## config.mk

```make
export PLATFORM = sky130hd
export DESIGN_NAME = linked_queue_pool_manager
export DESIGN_NICKNAME = d
export VERILOG_FILES = /design/src/hdl/lqpm_pkg.sv /design/src/hdl/linked_queue_pool_manager.sv /design/src/hdl/lqpm_link_ram.sv /design/src/hdl/lqpm_out_stage.sv
export SDC_FILE = /design/constraint.sdc
export NUM_CORES = 1
export LEC_CHECK = 0
export ABC_AREA = 1
export BUFFER_PORTS_ARGS = -buffer_cell sky130_fd_sc_hd__buf_2
export CAP_MARGIN = 20
export CORE_ASPECT_RATIO = 1.2
export CORE_UTILIZATION = 50
export CTS_CLUSTER_SIZE = 14
export DETAILED_ROUTE_END_ITERATION = 6
export GPL_ROUTABILITY_DRIVEN = 0
export PLACE_DENSITY = 0.66
export SLEW_MARGIN = 5
export SYNTH_ARGS = -nofsm -noshare
export SYNTH_HDL_FRONTEND = slang
export SYNTH_HIERARCHICAL = 1
export SYNTH_SLANG_ARGS = --single-unit
```

## constraint.sdc

```tcl
create_clock -name clk -period 8.5 [get_ports clk]
set_input_delay 0.85 -clock clk [delete_from_list [all_inputs] [get_ports clk]]
set_output_delay 0.85 -clock clk [all_outputs]
set_load 0.01 [all_outputs]
```

## src/hdl/lqpm_pkg.sv

```systemverilog
// shared types and codes of the linked queue pool manager
package lqpm_pkg;

  localparam int IDX_W = 5;
  localparam int OP_W  = 3;
  localparam int ST_W  = 2;

  // command codes
  localparam logic [OP_W-1:0] OP_ALLOC  = 3'd0;
  localparam logic [OP_W-1:0] OP_FREE   = 3'd1;
  localparam logic [OP_W-1:0] OP_ENQ    = 3'd2;
  localparam logic [OP_W-1:0] OP_DEQ    = 3'd3;
  localparam logic [OP_W-1:0] OP_REMOVE = 3'd4;
  localparam logic [OP_W-1:0] OP_PEEK   = 3'd5;

  // status codes
  localparam logic [ST_W-1:0] ST_OK        = 2'd0;
  localparam logic [ST_W-1:0] ST_EXHAUSTED = 2'd1;
  localparam logic [ST_W-1:0] ST_EMPTY     = 2'd2;
  localparam logic [ST_W-1:0] ST_NOT_FOUND = 2'd3;

  typedef struct packed {
    logic [OP_W-1:0]  opcode;
    logic             queue_nonempty;
    logic [IDX_W-1:0] tail_entry;
    logic [IDX_W-1:0] target_entry;
  } in_t;

  typedef struct packed {
    logic [ST_W-1:0]  status;
    logic [IDX_W-1:0] result_entry;
    logic             new_queue_nonempty;
    logic [IDX_W-1:0] new_tail_entry;
  } out_t;

endpackage

```

## src/hdl/linked_queue_pool_manager.sv

```systemverilog
// top level of the linked queue pool manager: command sequencer around the link table
// steps to the result beat, held while the output register is full: free, enqueue to an
// empty queue, unknown codes and errors found at accept end there; allocate, peek, dequeue
// and enqueue read one link, enqueue then writes twice, dequeue reads the head's link if
// not the last; remove reads up to POOL_ENTRIES links, plus a found entry's if not sole
// throughput: one command at a time, the next is taken the cycle after its result is loaded
// reset: in_ready stays low during a pass over the table that writes i+1 into entry i
module linked_queue_pool_manager #(
  parameter int POOL_ENTRIES = 32
) (
  input  logic            clk,
  input  logic            rst_n,
  input  logic            in_valid,
  output logic            in_ready,
  input  lqpm_pkg::in_t   in_data,
  output logic            out_valid,
  input  logic            out_ready,
  output lqpm_pkg::out_t  out_data
);

  localparam int IDX_W = lqpm_pkg::IDX_W;
  // link width holds every index plus the "none" code
  localparam int LW = $clog2(POOL_ENTRIES + 1);
  localparam int AW = $clog2(POOL_ENTRIES);
  // compare width covers both link values and 5-bit command indexes
  localparam int CW = (LW > IDX_W) ? LW : IDX_W;
  localparam logic [LW-1:0] NONE_LINK = LW'(POOL_ENTRIES);
  localparam logic [CW-1:0] POOL_CW   = CW'(POOL_ENTRIES);
  localparam logic [AW-1:0] LAST_IDX  = AW'(POOL_ENTRIES - 1);

  typedef enum logic [6:0] {
    S_INIT  = 7'b0000001,  // rebuilding the link table after reset
    S_IDLE  = 7'b0000010,  // taking a command
    S_LINK  = 7'b0000100,  // first link read is back
    S_WR2   = 7'b0001000,  // second write of an enqueue
    S_WALK  = 7'b0010000,  // remove: following links
    S_FETCH = 7'b0100000,  // link of the unlinked entry is back
    S_DONE  = 7'b1000000   // result held until the output register frees up
  } state_t;

  state_t          state_r, state_nxt;
  logic [LW-1:0]   fh_r, fh_nxt;        // free list head
  logic [AW-1:0]   init_r, init_nxt;    // rebuild pointer
  logic [AW-1:0]   aux_r, aux_nxt;      // walk position, or the head on dequeue
  logic [AW-1:0]   cnt_r, cnt_nxt;      // walk step count
  lqpm_pkg::in_t   cmd_r, cmd_nxt;
  lqpm_pkg::in_t   cmd;
  lqpm_pkg::out_t  res_r, res_nxt;
  lqpm_pkg::out_t  load_data;
  logic            fin;
  logic            load;
  logic            slot_free;

  // link table port
  logic            mem_we, mem_re;
  logic [AW-1:0]   mem_waddr, mem_raddr;
  logic [LW-1:0]   mem_wdata;
  logic [LW-1:0]   rd;

  logic            tail_ok, tgt_ok, fh_ok, rd_ok;
  logic            q_op;

  assign in_ready = (state_r == S_IDLE);

  // in idle the command comes straight from the port, later from its register
  assign cmd = (state_r == S_IDLE) ? in_data : cmd_r;

  assign tail_ok = CW'(cmd.tail_entry) < POOL_CW;
  assign tgt_ok  = CW'(cmd.target_entry) < POOL_CW;
  assign fh_ok   = CW'(fh_r) < POOL_CW;
  assign rd_ok   = CW'(rd) < POOL_CW;
  assign q_op    = (cmd.opcode == lqpm_pkg::OP_ENQ) || (cmd.opcode == lqpm_pkg::OP_DEQ) ||
                   (cmd.opcode == lqpm_pkg::OP_REMOVE) || (cmd.opcode == lqpm_pkg::OP_PEEK);

  // reads and writes of the table never share a cycle, so no forwarding is needed:
  // each read is issued only after the writes of the previous step have landed
  always_comb begin
    state_nxt = state_r;
    fh_nxt    = fh_r;
    init_nxt  = init_r;
    aux_nxt   = aux_r;
    cnt_nxt   = cnt_r;
    cmd_nxt   = cmd_r;
    fin       = 1'b0;
    mem_we    = 1'b0;
    mem_waddr = '0;
    mem_wdata = '0;
    mem_re    = 1'b0;
    mem_raddr = '0;

    // default answer leaves the queue as given
    res_nxt.status             = lqpm_pkg::ST_OK;
    res_nxt.result_entry       = '0;
    res_nxt.new_queue_nonempty = cmd.queue_nonempty;
    res_nxt.new_tail_entry     = cmd.queue_nonempty ? cmd.tail_entry : '0;

    case (state_r)
      S_INIT: begin
        // entry i links to i+1, the last one to none
        mem_we    = 1'b1;
        mem_waddr = init_r;
        mem_wdata = LW'(init_r) + LW'(1);
        if (init_r == LAST_IDX) begin
          state_nxt = S_IDLE;
        end else begin
          init_nxt = init_r + AW'(1);
        end
      end

      S_IDLE: begin
        if (in_valid) begin
          cmd_nxt = in_data;
          if (cmd.queue_nonempty && !tail_ok && q_op) begin
            fin            = 1'b1;
            res_nxt.status = lqpm_pkg::ST_NOT_FOUND;
          end else begin
            case (cmd.opcode)
              lqpm_pkg::OP_ALLOC: begin
                if (!fh_ok) begin
                  fin            = 1'b1;
                  res_nxt.status = lqpm_pkg::ST_EXHAUSTED;
                end else begin
                  mem_re    = 1'b1;
                  mem_raddr = AW'(fh_r);
                  state_nxt = S_LINK;
                end
              end
              lqpm_pkg::OP_FREE: begin
                fin = 1'b1;
                if (!tgt_ok) begin
                  res_nxt.status = lqpm_pkg::ST_NOT_FOUND;
                end else begin
                  // push onto the free list
                  mem_we    = 1'b1;
                  mem_waddr = AW'(cmd.target_entry);
                  mem_wdata = fh_r;
                  fh_nxt    = LW'(cmd.target_entry);
                end
              end
              lqpm_pkg::OP_ENQ: begin
                if (!tgt_ok) begin
                  fin            = 1'b1;
                  res_nxt.status = lqpm_pkg::ST_NOT_FOUND;
                end else if (!cmd.queue_nonempty) begin
                  // single entry queue links to itself
                  fin                        = 1'b1;
                  mem_we                     = 1'b1;
                  mem_waddr                  = AW'(cmd.target_entry);
                  mem_wdata                  = LW'(cmd.target_entry);
                  res_nxt.new_queue_nonempty = 1'b1;
                  res_nxt.new_tail_entry     = cmd.target_entry;
                end else begin
                  mem_re    = 1'b1;
                  mem_raddr = AW'(cmd.tail_entry);
                  state_nxt = S_LINK;
                end
              end
              lqpm_pkg::OP_REMOVE: begin
                if (!tgt_ok) begin
                  fin            = 1'b1;
                  res_nxt.status = lqpm_pkg::ST_NOT_FOUND;
                end else if (!cmd.queue_nonempty) begin
                  fin            = 1'b1;
                  res_nxt.status = lqpm_pkg::ST_EMPTY;
                end else begin
                  // walk starts at the tail
                  mem_re    = 1'b1;
                  mem_raddr = AW'(cmd.tail_entry);
                  aux_nxt   = AW'(cmd.tail_entry);
                  cnt_nxt   = '0;
                  state_nxt = S_WALK;
                end
              end
              lqpm_pkg::OP_DEQ, lqpm_pkg::OP_PEEK: begin
                if (!cmd.queue_nonempty) begin
                  fin            = 1'b1;
                  res_nxt.status = lqpm_pkg::ST_EMPTY;
                end else begin
                  // the tail links to the head
                  mem_re    = 1'b1;
                  mem_raddr = AW'(cmd.tail_entry);
                  state_nxt = S_LINK;
                end
              end
              default: begin
                // unknown code: nothing changes
                fin = 1'b1;
              end
            endcase
          end
        end
      end

      S_LINK: begin
        case (cmd.opcode)
          lqpm_pkg::OP_ALLOC: begin
            // pop the free head and clear its link
            fin                  = 1'b1;
            res_nxt.result_entry = IDX_W'(fh_r);
            fh_nxt               = rd;
            mem_we               = 1'b1;
            mem_waddr            = AW'(fh_r);
            mem_wdata            = NONE_LINK;
          end
          lqpm_pkg::OP_ENQ: begin
            // new entry takes over the tail's link to the head
            mem_we    = 1'b1;
            mem_waddr = AW'(cmd.target_entry);
            mem_wdata = rd;
            state_nxt = S_WR2;
          end
          lqpm_pkg::OP_DEQ, lqpm_pkg::OP_PEEK: begin
            if (!rd_ok) begin
              // broken queue
              fin            = 1'b1;
              res_nxt.status = lqpm_pkg::ST_EMPTY;
            end else begin
              res_nxt.result_entry = IDX_W'(rd);
              if (cmd.opcode == lqpm_pkg::OP_PEEK) begin
                fin = 1'b1;
              end else if (CW'(rd) == CW'(cmd.tail_entry)) begin
                // last entry leaves, queue becomes empty
                fin                        = 1'b1;
                res_nxt.new_queue_nonempty = 1'b0;
                res_nxt.new_tail_entry     = '0;
              end else begin
                aux_nxt   = AW'(rd);
                mem_re    = 1'b1;
                mem_raddr = AW'(rd);
                state_nxt = S_FETCH;
              end
            end
          end
          default: begin
            fin = 1'b1;
          end
        endcase
      end

      S_WR2: begin
        mem_we                     = 1'b1;
        mem_waddr                  = AW'(cmd.tail_entry);
        mem_wdata                  = LW'(cmd.target_entry);
        fin                        = 1'b1;
        res_nxt.new_queue_nonempty = 1'b1;
        res_nxt.new_tail_entry     = cmd.target_entry;
      end

      S_WALK: begin
        // rd is the link of aux_r
        if (!rd_ok) begin
          fin            = 1'b1;
          res_nxt.status = lqpm_pkg::ST_NOT_FOUND;
        end else if (CW'(rd) == CW'(cmd.target_entry)) begin
          if ((cmd.target_entry == cmd.tail_entry) &&
              (CW'(aux_r) == CW'(cmd.tail_entry))) begin
            // the only entry goes away
            fin                        = 1'b1;
            res_nxt.result_entry       = cmd.target_entry;
            res_nxt.new_queue_nonempty = 1'b0;
            res_nxt.new_tail_entry     = '0;
          end else begin
            mem_re    = 1'b1;
            mem_raddr = AW'(cmd.target_entry);
            state_nxt = S_FETCH;
          end
        end else if ((CW'(rd) == CW'(cmd.tail_entry)) || (cnt_r == LAST_IDX)) begin
          // back at the tail, or out of steps
          fin            = 1'b1;
          res_nxt.status = lqpm_pkg::ST_NOT_FOUND;
        end else begin
          aux_nxt   = AW'(rd);
          cnt_nxt   = cnt_r + AW'(1);
          mem_re    = 1'b1;
          mem_raddr = AW'(rd);
        end
      end

      S_FETCH: begin
        fin    = 1'b1;
        mem_we = 1'b1;
        if (cmd.opcode == lqpm_pkg::OP_DEQ) begin
          // tail now links past the old head
          mem_waddr            = AW'(cmd.tail_entry);
          mem_wdata            = rd;
          res_nxt.result_entry = IDX_W'(aux_r);
        end else begin
          // predecessor links past the removed entry
          mem_waddr            = aux_r;
          mem_wdata            = rd;
          res_nxt.result_entry = cmd.target_entry;
          if (cmd.target_entry == cmd.tail_entry) begin
            res_nxt.new_tail_entry = IDX_W'(aux_r);
          end
        end
      end

      S_DONE: begin
        if (slot_free) begin
          state_nxt = S_IDLE;
        end
      end

      default: begin
        state_nxt = S_INIT;
      end
    endcase

    // a finished command goes to the output register, or waits when it is full
    if (fin) begin
      state_nxt = slot_free ? S_IDLE : S_DONE;
    end
  end

  assign load      = slot_free && (fin || (state_r == S_DONE));
  assign load_data = (state_r == S_DONE) ? res_r : res_nxt;

  always_ff @(posedge clk) begin
    if (!rst_n) begin
      state_r <= S_INIT;
      fh_r    <= '0;
      init_r  <= '0;
    end else begin
      state_r <= state_nxt;
      fh_r    <= fh_nxt;
      init_r  <= init_nxt;
    end
  end

  always_ff @(posedge clk) begin
    cmd_r <= cmd_nxt;
    aux_r <= aux_nxt;
    cnt_r <= cnt_nxt;
    if (fin) begin
      res_r <= res_nxt;
    end
  end

  lqpm_link_ram #(
    .DEPTH (POOL_ENTRIES),
    .AW    (AW),
    .DW    (LW)
  ) u_link_ram (
    .clk       (clk),
    .we        (mem_we),
    .waddr     (mem_waddr),
    .wdata     (mem_wdata),
    .re        (mem_re),
    .raddr     (mem_raddr),
    .rd_data_r (rd)
  );

  lqpm_out_stage u_out_stage (
    .clk       (clk),
    .rst_n     (rst_n),
    .load      (load),
    .load_data (load_data),
    .slot_free (slot_free),
    .out_valid (out_valid),
    .out_ready (out_ready),
    .out_data  (out_data)
  );

  // table is never read and written in the same cycle
  a_no_rw_overlap: assert property (@(posedge clk) disable iff (!rst_n)
    !(mem_we && mem_re))
    else $error("link table read and write in the same cycle");

  // every write lands inside the pool
  a_waddr_in_pool: assert property (@(posedge clk) disable iff (!rst_n)
    mem_we |-> (CW'(mem_waddr) < POOL_CW))
    else $error("link table write outside the pool");

  // free head is an entry or the none code
  a_free_head_range: assert property (@(posedge clk) disable iff (!rst_n)
    (state_r != S_INIT) |-> (fh_r <= NONE_LINK))
    else $error("free head beyond the none code");

  // a held result stays held while the output register is full
  a_done_holds: assert property (@(posedge clk) disable iff (!rst_n)
    ((state_r == S_DONE) && !slot_free) |=> (state_r == S_DONE) && $stable(res_r))
    else $error("held result lost");

endmodule

```

## src/hdl/lqpm_link_ram.sv

```systemverilog
// next-link table: one write port, one read port, registered read data
module lqpm_link_ram #(
  parameter int DEPTH = 32,
  parameter int AW    = 5,
  parameter int DW    = 6
) (
  input  logic          clk,
  input  logic          we,
  input  logic [AW-1:0] waddr,
  input  logic [DW-1:0] wdata,
  input  logic          re,
  input  logic [AW-1:0] raddr,
  output logic [DW-1:0] rd_data_r
);

  logic [DW-1:0] mem [DEPTH];

  always_ff @(posedge clk) begin
    if (we) begin
      mem[waddr] <= wdata;
    end
    if (re) begin
      rd_data_r <= mem[raddr];
    end
  end

endmodule

```

## src/hdl/lqpm_out_stage.sv

```systemverilog
// result output register, refilled in the cycle its beat is taken
module lqpm_out_stage (
  input  logic              clk,
  input  logic              rst_n,
  input  logic              load,
  input  lqpm_pkg::out_t    load_data,
  output logic              slot_free,
  output logic              out_valid,
  input  logic              out_ready,
  output lqpm_pkg::out_t    out_data
);

  logic           valid_r;
  lqpm_pkg::out_t data_r;

  assign slot_free = !valid_r || out_ready;
  assign out_valid = valid_r;
  assign out_data  = data_r;

  always_ff @(posedge clk) begin
    if (!rst_n) begin
      valid_r <= 1'b0;
    end else if (load) begin
      valid_r <= 1'b1;
    end else if (out_ready) begin
      valid_r <= 1'b0;
    end
  end

  always_ff @(posedge clk) begin
    if (load) begin
      data_r <= load_data;
    end
  end

endmodule
```

==> results of run 1 <==
[layout make-up]
class                      count  area, sq um  share of cell area, %
clock buffer                  33          698                   4.84
sequential                   267         7830                   54.3
timing repair buffer          45          258                   1.79
multi-input combinational   1003         4710                   32.7
tap                          335          419                   2.91
inverter                     111          419                   2.91
clock inverter                14         87.6                  0.607
[through the flow]
step / power (mW) / instances / hold slack (ns) / cell area (sq um) / setup slack [ns]
floorplan: 2.29 / 1441 / 0.449 / 13300 / 4.78
global route: 3.84 / 1808 / 0.500 / 14400 / 2.40
detailed placement: 2.64 / 1761 / 0.473 / 13600 / 2.91
global placement: 2.62 / 1761 / 0.464 / 13600 / 3.09
CTS: 3.71 / 1808 / 0.482 / 14400 / 2.91
finish: 3.70 / 1808 / 0.482 / 14400 / 2.87
[how the worst max path moves through the flow]
stage                from                 endpoint  slack, ns  depth (start not counted)
2_1_floorplan  state_r[5]     u_link_ram/mem[0][3]       4.78                         11
3_3_place_gp   state_r[5]  u_link_ram/rd_data_r[1]       3.09                         23
3_5_place_dp   state_r[5]  u_link_ram/rd_data_r[1]       2.91                         23
4_1_cts        state_r[5]  u_link_ram/rd_data_r[1]       2.91                         23
5_1_grt        state_r[4]  u_link_ram/rd_data_r[4]       2.40                         23
6_report       state_r[5]  u_link_ram/rd_data_r[1]       2.87                         23
[tightest hold or removal path: stages (launching register included)]
cell and delay, ns:
dfxtp_1 0.31, inv_1 0.07, a21oi_1 0.06
[power breakdown]
part / leakage (nW) / switching (mW) / internal [mW] / total, mW
clock network: 0.391 / 0.469 / 0.607 / 1.08
logic: 2.87 / 0.686 / 0.189 / 0.876
registers: 2.40 / 0.0328 / 1.71 / 1.75
[registers in the layout, indices dropped and copies added, names as in the netlist]
name                   count
u_out_stage/out_valid      1
cnt_r                      5
res_r                     13
fh_r                       6
u_link_ram/mem           192
u_out_stage/out_data      13
u_link_ram/rd_data_r       6
state_r                    7
init_r                     5
aux_r                      5
cmd_r                     14
[layer usage]
metal  global-route usage [%]  wire (um)  vias to the layer above
met5                        0          0                        -
met4                     13.4       1830                        0
met3                     3.75       2460                      129
met2                     46.3      18200                      491
met1                     32.6      13800                     4918
li1                         -          -                     4970
[kinds of logic after synthesis]
logic type / after synthesis / share of synthesized area [%]
compound gates: 149 / 6.91
simple gates: 848 / 27.8
fa+ha+maj: 4 / 0.377
flops: 267 / 58.9
xor+xnor: 2 / 0.132
buf+inv: 171 / 5.84
[synthesized netlist by cell type (all sizes together) (7+ instances only)]
cell | number | area share (%)
nand4 | 8 | 0.42
dfxtp | 19 | 2.9
o211ai | 8 | 0.45
buf | 42 | 2.2
o22ai | 12 | 0.57
o21ai | 55 | 2.1
nand2 | 500 | 14
a21oi | 36 | 1.4
o2111ai | 8 | 0.57
clkbuf | 18 | 0.51
nand3 | 206 | 8.0
nand3b | 10 | 0.57
nor2 | 99 | 3.1
nor3 | 14 | 0.57
inv | 109 | 3.1
edfxtp | 248 | 56
a211oi | 7 | 0.40
[cell usage in the layout, fill, tap and decap left out, types with 15 or more instances in the layout]
cell type and n:
nor2_1 90, buf_2 32, nand2_2 15, nand3_1 201
dfxtp_1 19, nand2_1 484, clkbuf_16 27, edfxtp_1 248
inv_1 95, a21oi_1 35, o21ai_0 45
==> PnR_summary.wiki, run 1 <==
{| class="wikitable"
! Metric !! Value
|-
| Status || completed
|-
| Endpoints failing hold || 0
|-
| Final worst path period need || 5.63 ns
|-
| Setup crit start kind || register
|-
| Standard-cell row count || 65
|-
| Nets in the synthesized netlist || 1463
|-
| Maximum single-stage delay on the critical path || 0.81 ns
|-
| Net count reported at finish || 1476
|-
| # fillers || 2381
|-
| Number of flops mapped to enable cells by yosys || 248
|-
| Startpoint of the most critical register-to-register path || state_r[5]
|-
| Buffer depth of the longest clock path || 3
|-
| Pins Over Slew Limit || 0
|-
| Share of layout cells above drive strength 1 || 9.57%
|-
| Clock tree from TritonCTS || yes
|-
| Clock Skews || 0.0146 ns
|-
| Static leakage || 5.66 nW
|-
| Floorplan core area || 26200 sq um
|-
| Clk_lat worst skew || 0.54 ns
|-
| Data arrival time of the critical path || 5.91 ns
|-
| Most frequently used flop master after synthesis || edfxtp_1
|-
| Setup slack of the worst register-to-register path || 2.87 ns
|-
| Number of storage elements in the synthesis netlist || 267
|-
| Estimated wirelength of the detail-placed design || 24200 um
|-
| Number of DRC markers in iteration 0 || 1052
|-
| Worst vdd rail ir drop || 0.185 mV
|-
| Count of endpoints failing setup in the final report || 0
|-
| RSZ-0062 raised after global routing || no
|-
| Actual slew at the worst max-slew pin || 1.06 ns
|-
| Routed WL || 36300 um
|-
| Upper clock frequency limit || 0.178 GHz
|-
| Max-cap violations || 0
|-
| Average instance area after synthesis || 9.22 sq um
|-
| Number of vias after detailed routing || 10500
|-
| Routed WL per cell || 20.1 um
|-
| Via count of the first global-routing pass || 10100
|-
| Slew headroom || 29.6%
|-
| Start point of the worst min-delay path || init_r[4]
|-
| Number of H-tree levels || 1
|-
| Die H || 181 um
|-
| Layout Area Growth over Synthesis || 8.62%
|-
| Sequential cell area fraction in the yosys report || 58.9%
|-
| Crit Path Max Fanout || 97
|-
| Number of antenna cells inserted || 0
|-
| Reg-to-reg critical path endpoint || u_link_ram/rd_data_r[1]
|-
| Family of cells with the greatest summed delay on the critical path || simple AND/OR/NAND/NOR gates
|-
| Overall global routing resource usage || 26.9%
|-
| Hold Path Stages || 2
|-
| Antenna violations before repair || 0
|-
| First-pass iteration count of the detailed router || 6
|-
| Remaining design rule violation count || 0
|-
| Sink count of the clock tree || 267
|-
| Total clock buffers created by CTS || 26
|-
| Cell area after synthesis || 13300 sq um
|-
| Fin util || 55.1%
|-
| Most repeated library cell on the critical path || nand2_1
|-
| Critical path start-end classification || reg2reg
|-
| Clock-pin slew reported for the worst setup and hold paths after clock tree synthesis || 0.07 ns
|-
| Top-level port count || 33
|-
| Post-CTS Repair Setup Buffers || 0
|-
| Share of the clock period used by the worst path || 66.2%
|-
| Number of vias per cell || 5.81
|-
| Post-route setup TNS || 0 ns
|-
| Yosys warns || 6
|-
| Fraction of registers with async set/reset || 0%
|-
| CP Cell Sequence || inv_2 > nand2_2 > nor2_4 > nand2_4 > inv_1 > nand2_1 > nand2_2 > nand3_1 > nand3_2 > inv_1 > a21oi_1 > nand2_1 > o211ai_1 > buf_4 > inv_4 > nand2_1 > nand3_1 > nand3_1 > nand2_1 > nand2_1 > nand2_1 > nand2_1 > nand2_1
|-
| Total congestion overflow after global routing || 0
|-
| Post-Synthesis Cells || 1441
|-
| Cell with the biggest individual delay on the critical path || buf_4
|-
| Largest net degree at the start of global routing || 98
|-
| Terminating pin of the worst hold path || init_r[4]
|-
| Distinct cell type count after synthesis || 55
|-
| Global-route wire length before repair || 55700 um
|-
| Data required time at the worst endpoint || 8.79 ns
|-
| Port Buffer Count || 32
|-
| Crit. End Element || register
|-
| Initial core utilization || 50.7%
|-
| Clock root buffer master || clkbuf_16
|-
| Hold_buf cts || 0
|-
| Number of instances resized during post-cts repair || 0
|-
| R2r worst-path depth || 23
|-
| Area of the die || 27200 sq um
|-
| Buffers & Inverters on Critical Path || 5
|-
| Count of nets left with antenna violations after detail routing || 0
|-
| Power per Cell Area || 256 nW/um^2
|-
| Worst hold path class || reg2reg
|-
| Die extent in x || 151 um
|}
No activity file was read; power rests on OpenSTA's default activity.
==> run 2: changes to the inputs <==
Clock period 8.5 ns to 5.26 ns, I/O delays scaled along.
==> run 2 against run 1 <==
Against the previous run: sequential power rose by 61%; core utilization grew 1.1 points; largest cell class unchanged; largest power group unchanged; cell count up 1.1%; hold slack worse by 0.29 ns; critical endpoint unchanged.
==> PnR_summary.wiki, run 2 (same netlist as run 1, synthesis figures left out) <==
{| class="wikitable"
! Metric !! Value
|-
| Register area || 7830 sq um (unchanged)
|-
| Fin util || 56.1% (+1.1 points)
|-
| Slew headroom || 29.4% (-0.20 points)
|-
| Post-route setup TNS || 0 ns (unchanged)
|-
| Final non-filler cell total || 1827 (+1.1%)
|-
| First-pass iteration count of the detailed router || 5 (-1)
|-
| Max-cap violations || 0 (unchanged)
|-
| Number of DRC markers in iteration 0 || 1069 (+1.6%)
|-
| Clock-pin slew reported for the worst setup and hold paths after clock tree synthesis || 0.07 ns (about the same)
|-
| Endpoints failing hold || 0 (unchanged)
|-
| Power per Cell Area || 424 nW/um^2 (+65%)
|-
| Commonest cells after routing, fill and taps aside || nand2_1 (484), edfxtp_1 (248), nand3_1 (201)
|-
| Pins Over Slew Limit || 0 (unchanged)
|-
| Upper clock frequency limit || 0.233 GHz (+31%)
|-
| Status || completed
|-
| Clk_lat worst skew || 0.55 ns (about the same)
|-
| Largest net degree at the start of global routing || 97 (-1.0%)
|-
| Estimated wirelength of the detail-placed design || 24400 um (+0.68%)
|-
| Via count of the first global-routing pass || 10300 (+1.8%)
|-
| Sink count of the clock tree || 267 (unchanged)
|-
| Standard-cell row count || 65 (unchanged)
|-
| Die H || 181 um (unchanged)
|-
| Share of layout cells above drive strength 1 || 10.7% (+1.1 points)
|-
| Count of nets left with antenna violations after detail routing || 0 (unchanged)
|-
| Clock tree from TritonCTS || yes
|-
| Worst vdd rail ir drop || 0.359 mV (+94%)
|-
| # fillers || 2379 (-0.084%)
|-
| Area of combinational cells with multiple inputs || 4710 sq um (unchanged)
|-
| Setup crit start kind || register
|-
| Number of H-tree levels || 1 (unchanged)
|-
| Global-route wire length before repair || 55600 um (-0.19%)
|-
| Data arrival time of the critical path || 4.69 ns (-1.22 ns)
|-
| Initial core utilization || 50.7% (unchanged)
|-
| Port Buffer Count || 32 (unchanged)
|-
| Static leakage || 5.79 nW (+2.3%)
|-
| Crit path setup slack, layout || 0.971 ns (-1.90 ns)
|-
| Worst setup slack before clock tree synthesis || 1.13 ns (-1.78 ns)
|-
| Clock root buffer master || clkbuf_16
|-
| Crit. End Element || register
|-
| Actual slew at the worst max-slew pin || 1.06 ns (+0.00294 ns)
|-
| Count of placed standard cells including taps || 1775 (+0.80%)
|-
| Number of flip-flops in the largest register || 192 (unchanged)
|-
| Count of endpoints failing setup in the final report || 0 (unchanged)
|-
| Hold_buf cts || 0 (unchanged)
|-
| Number of instances resized during post-cts repair || 0 (unchanged)
|-
| Number of vias per cell || 5.76 (-0.82%)
|-
| Buffer depth of the longest clock path || 3 (unchanged)
|-
| Routed WL per cell || 19.7 um (-1.6%)
|-
| Total clock buffers created by CTS || 27 (+3.8%)
|-
| Routed WL || 36100 um (-0.58%)
|-
| Critical path start-end classification || reg2reg
|-
| Data required time at the worst endpoint || 5.66 ns (-3.13 ns)
|-
| Hold Path Stages || 1 (-1)
|-
| Register with the highest flop count || u_link_ram/mem
|-
| Clock Skews || 0.0263 ns (+0.0117 ns)
|-
| Most frequent standard cell in the layout excluding fill and tap cells || nand2_1
|-
| Net count reported at finish || 1493 (+1.2%)
|-
| Area of the die || 27200 sq um (unchanged)
|-
| RSZ-0062 raised after global routing || no
|-
| Overall global routing resource usage || 26.8% (-0.084 points)
|-
| Number of vias after detailed routing || 10500 (+0.22%)
|-
| Total congestion overflow after global routing || 0 (unchanged)
|-
| Die extent in x || 151 um (unchanged)
|-
| Post-CTS Repair Setup Buffers || 0 (unchanged)
|-
| Antenna violations before repair || 1 (+1)
|-
| Worst hold path class || in2reg
|-
| Share of the clock period used by the worst path || 81.5% (+15 points)
|-
| Number of antenna cells inserted || 0 (unchanged)
|-
| Final worst path period need || 4.29 ns (-1.34 ns)
|-
| Floorplan core area || 26200 sq um (unchanged)
|-
| Layout Area Growth over Synthesis || 10.7%
|-
| R2r worst-path depth || 21 (-8.7%)
|-
| Registers with the most flip-flops || u_link_ram/mem: 192 flops, cmd_r: 14 flops
|-
| Remaining design rule violation count || 0 (unchanged)
|-
| Crit Path Max Fanout || 96 (-1.0%)
|-
| Top-level port count || 33 (unchanged)
|}
[run 2: critical path, stage by stage, from the launching register on]
cell and delay, ns:
dfxtp_1 0.51, nor2_4 0.08, nand2_4 0.32, nand2_1 0.13, nand2_2 0.15, nand2_1 0.12
nand2_1 0.11, nand2_2 0.13, nand3_2 0.11, inv_1 0.12, a21oi_1 0.35, nand2_1 0.11
o211ai_1 0.19, buf_4 0.84, nand2_1 0.13, nand3_1 0.14, nand3_1 0.10, nand2_1 0.11
nand2_1 0.05, nand2_1 0.14, nand2_1 0.09, nand2_1 0.06
[run 2: metal layers]
| metal | GRT usage (%) | vias up | routed length [um] | share of wire (%) |
|---|---|---|---|---|
| met5 | 0 | - | 13 | 0.036 |
| met4 | 14.9 | 2 | 1990 | 5.5 |
| met3 | 4.20 | 137 | 2470 | 6.8 |
| met2 | 45.2 | 457 | 17700 | 49 |
| met1 | 32.5 | 4941 | 13900 | 38 |
| li1 | - | 4994 | - | - |
[run 2: final cells by class]
type                       instances  share of cell area [%]
clock buffer                      32                    4.72
clock inverter                    18                    1.30
inverter                         111                    2.85
multi-input combinational       1003                    32.1
sequential                       267                    53.2
tap                              335                    2.85
timing repair buffer              61                    2.95
[run 2: where the power goes]
group          internal (mW)  total, mW  switching, mW
sequential              2.77       2.82         0.0511
clock                   1.14       1.91          0.779
combinational          0.378       1.50           1.12
total                   4.28       6.23           1.95
[run 2: through the flow]
stage          total power [mW]  hold slack (ns)  area, sq um
2_1_floorplan              3.70            0.449        13300
3_3_place_gp               4.23            0.466        13800
3_5_place_dp               4.27            0.484        13800
4_1_cts                    6.19            0.169        14700
5_1_grt                    6.47            0.177        14700
6_report                   6.23            0.188        14700
[run 2: final timing paths]
kind	from	end	slack [ns]
hold / removal	in_data[11]	cmd_r[11]	0.19
setup reg to reg	state_r[6]	u_link_ram/rd_data_r[1]	0.97
hold reg to reg	init_r[4]	init_r[4]	0.48
setup / recovery	state_r[6]	u_link_ram/rd_data_r[1]	0.97
